===== config.mk =====
export PLATFORM = sky130hd
export DESIGN_NAME = dgsp_cell
export DESIGN_NICKNAME = d
export VERILOG_FILES = /design/src/dgsp_pkg.sv /design/src/dgsp_cell.sv
export SDC_FILE = /design/constraint.sdc
export NUM_CORES = 1
export LEC_CHECK = 0
export CAP_MARGIN = 20
export CORE_MARGIN = 2
export CORE_UTILIZATION = 36
export DETAILED_ROUTE_END_ITERATION = 8
export DONT_BUFFER_PORTS = 1
export PLACE_DENSITY_LB_ADDON = 0.1
export SETUP_SLACK_MARGIN = 0.1
export SYNTH_ARGS = -nofsm -noshare
export SYNTH_HDL_FRONTEND = slang
export SYNTH_SLANG_ARGS = --single-unit

===== constraint.sdc =====
create_clock -name clk -period 1.2 [get_ports clk]
set_input_delay 0.18 -clock clk [delete_from_list [all_inputs] [get_ports clk]]
set_output_delay 0.18 -clock clk [all_outputs]
set_load 0.1 [all_outputs]

===== src/dgsp_pkg.sv =====
package dgsp_pkg;

  // Request codes
  localparam logic [1:0] REQ_ADD_VERTEX = 2'd0;
  localparam logic [1:0] REQ_ADD_EDGE   = 2'd1;
  localparam logic [1:0] REQ_QUERY      = 2'd2;

  // Status codes
  localparam logic [1:0] ST_OK          = 2'd0;
  localparam logic [1:0] ST_BAD_ID      = 2'd1;
  localparam logic [1:0] ST_UNREACHABLE = 2'd2;

  // Port field widths
  localparam int ID_W   = 6;
  localparam int LEN_W  = 16;
  localparam int PATH_W = 22;

  typedef enum logic [2:0] {
    S_IDLE,
    S_AV,
    S_AE1,
    S_AE2,
    S_RSTART,
    S_RELAX,
    S_DONE
  } state_t;

  // Control handed from the sequencer to every cell
  typedef struct packed {
    logic clear;
    logic shift;
  } cell_ctrl_t;

endpackage


===== src/dgsp_cell.sv =====
module dgsp_cell #(
  parameter int DW = 22
) (
  input  logic                 clk,
  input  logic                 rst,
  input  dgsp_pkg::cell_ctrl_t ctrl,
  input  logic                 set_src,
  input  logic                 nxt_reached,
  input  logic                 nxt_settled,
  input  logic [DW-1:0]        nxt_dist,
  output logic                 reached,
  output logic                 settled,
  output logic [DW-1:0]        tdist
);

  // Flags: clear at query start (reached set on the source), otherwise take the neighbour's on a shift
  always_ff @(posedge clk) begin
    if (rst) begin
      reached <= 1'b0;
      settled <= 1'b0;
    end else if (ctrl.clear) begin
      reached <= set_src;
      settled <= 1'b0;
    end else if (ctrl.shift) begin
      reached <= nxt_reached;
      settled <= nxt_settled;
    end
  end

  // Distance payload
  always_ff @(posedge clk) begin
    if (ctrl.clear) begin
      tdist <= '0;
    end else if (ctrl.shift) begin
      tdist <= nxt_dist;
    end
  end

endmodule


==> impl_metrics.py <==
metrics = {
    "outcome": {
        "status": "finished with violations",
        "violations": "negative hold slack",
    },
    "timing": {
        "rsz0062_at_grt": "false",
        "maxClockFrequency_mhz": 949.2,
        "setup_viol": 0,
        "worstMarginPinSlew_ns": 0.1834,
        "hold_ws_ns": -0.07178,
        "finalHoldViolCount": 23,
        "timing.setup.tns_ns": 0,
        "period_share_pct": 87.79,
        "fin_crit_ns": 1.054,
        "relSlewSlack_pct": 87.42,
        "clock_skew_ns": 0,
        "drv_slew": 0,
    },
    "place": {
        "dp_cells": 128,
        "dpl_cell_area_um2": 1079,
        "portBuffers": 0,
        "dp_hpwl_um": 1095,
        "place.gp.congestion": 0.5213,
    },
    "global_routing": {
        "grt_max_degree": 26,
        "grt_usage_pct": 11.67,
        "grt_pass1_vias": 583,
        "grt.overflow.total": 0,
        "antenna_found_initial": 0,
        "grt_first_pass_wirelength_um": 2380,
    },
    "critical_path": {
        "cp-end-kind": "output pin",
        "rr_worst_depth": 2,
        "path_depth": 1,
        "worst-path-max-fanout": 2,
        "start_kind": "flip-flop",
        "path_delay_family": "flip-flops",
        "max_stage_delay_ns": 0.36,
        "arrival_ns": 0.87,
        "path_cells": "buf_6",
        "cp_data_required_time_ns": 1.02,
        "cp_slowest_cell": "dfxtp_2",
        "worstSetupPathType": "reg2out",
        "crit_buf_inv": 1,
    },
    "clocking": {
        "cts_tree": "built",
        "clk_pin_slew_ns": 0.12,
        "numCtsBuffers": 3,
        "htree_levels": 1,
        "clock_sinks": 24,
        "clock_path_buffers": 2,
        "cts_root_buffer": "clkbuf_4",
        "postCtsHoldBufs": 2,
        "clock_latency_ns": 0.30,
    },
    "cells_and_area": {
        "utilization_pct": 50.42,
        "diodes": 0,
        "drive_gt1_share_pct": 50.49,
        "layout.nets": 134,
        "fin_area_um2": 1215,
        "stdcell_count": 133,
        "area_growth_pct": 35.62,
    },
    "yosys": {
        "synthAdderAreaFrac_pct": 0,
        "synth_cells": 80,
        "synth.cells.most_frequent": "dfxtp_1, mux2i_1, nor2_1",
        "yosysSeqAreaShare_pct": 53.63,
        "synth_top_family_by_area": "multiplexers",
        "ys_warn_count": 0,
        "synth_compound_area_share_pct": 1.397,
        "synthTopCellsByArea": "dfxtp_1, mux2i_1, nor2_1",
        "synth.area.mux_share_pct": 26.82,
        "synth_edf_count": 0,
        "netlist_area_um2": 895.9,
        "synthArstFlopShare_pct": 0,
        "netlist-cell-type-count": 11,
        "synth_nets": 109,
        "synth_xor_area_share_pct": 0,
        "synth.avg_cell_area_um2": 11.20,
        "synthSimpleGateAreaFrac_pct": 10.47,
        "synth_top_area_share_pct": 53.63,
        "synth_top_flop_cell": "dfxtp_1",
        "synth-seq-cells": 24,
        "yosys.area.top_type": "dfxtp_1",
    },
    "route": {
        "drt_wl_total_um": 1596,
        "dr.pass1.iters": 4,
        "route.detailed.drc": 0,
        "final_antenna_net_count": 0,
        "vias_per_cell": 4.835,
        "drtIter0Drc": 2,
        "routedWlPerCell_um": 12.00,
        "vias": 643,
    },
    "power": {
        "pwr-share-clk_pct": 18.7,
        "p_sw_uw": 625.5,
        "ir_worst_vdd_v": 0.0007004,
        "seq_power_share_pct": 50.8,
        "pwr-share-comb_pct": 30.5,
        "powerDensity_nw_per_um2": 1433,
        "p_leak_uw": 0.0005687,
        "p_int_uw": 1115,
        "swShare_pct": 35.93,
    },
    "floorplan": {
        "ios": 53,
        "die_y_um": 53.89,
        "dieArea_um2": 2904,
        "fp.dieW_um": 53.89,
        "initial_utilization_pct": 37.18,
        "core_area_um2": 2410,
        "rows": 18,
    },
    "min_path": {
        "min_path_type": "in2reg",
        "min_path_cells": 1,
    },
    "run": {
        "max-cap-violations": 0,
    },
}
## cells in the final DEF, fill, tap and decap left out, drive strengths merged
| master | instances |
|---|---|
| a211oi | 1 |
| buf | 24 |
| clkbuf | 3 |
| dfxtp | 24 |
| dlygate4sd3 | 2 |
| inv | 1 |
| mux2i | 24 |
| nor2 | 22 |
| nor2b | 1 |
| nor3 | 1 |
## final timing paths
path	slack, ns	endpoint	start
max	0.15	settled	settled
min	-0.07	tdist[12]	ctrl[1]
max reg2reg	0.46	reached	reached
min reg2reg	0.51	tdist[1]	tdist[1]
## layer usage
metal  share of wire, %  global-route usage (%)
met1                 42                   13.97
met2                 48                   18.50
met3                8.5                   2.778
met4                1.2                   7.692
met5                  0                       0
## power groups by stage
stage / Combinational (µW) / Clock [µW] / Sequential (µW)
finish: 531 / 325 / 884
global route: 552 / 384 / 890
CTS: 531 / 352 / 885
detailed placement: 496 / 0 / 893
global placement: 493 / 0 / 891
floorplan: 116 / 0 / 1240
## registers in the layout, summed over array words and instances (netlist names)
register,count
settled,1
tdist,22
reached,1
## area by class of cell
| type | count | area (µm²) |
|---|---|---|
| clock buffer | 3 | 22.52 |
| fill | 242 | 1195 |
| inverter | 1 | 3.754 |
| multi-input combinational | 49 | 346.6 |
| sequential | 24 | 510.5 |
| tap | 30 | 37.54 |
| timing repair buffer | 26 | 294.0 |
## cells by family (layout without fill, tap and decap cells)
group / count (synthesis) / in the layout
mux: 24 / 24
buf+inv: 7 / 30
compound gates: 1 / 1
flops: 24 / 24
simple gates: 24 / 24
## stage by stage
step                setup slack (ns)  power (µW)
floorplan                     0.1109        1353
global placement              0.4362        1385
detailed placement            0.4312        1389
CTS                           0.1243        1768
global route                  0.1032        1826
finish                        0.1465        1741
## what timing repair did
item	4_1_cts	5_1_grt
setup endpoints to repair	24	1
gates resized for setup	24	1
pin swaps	0	0
endpoints found under the hold margin	24	23
setup buffers	0	0
gates cloned	0	0
Note: power is estimated with default switching activity, not from simulation.
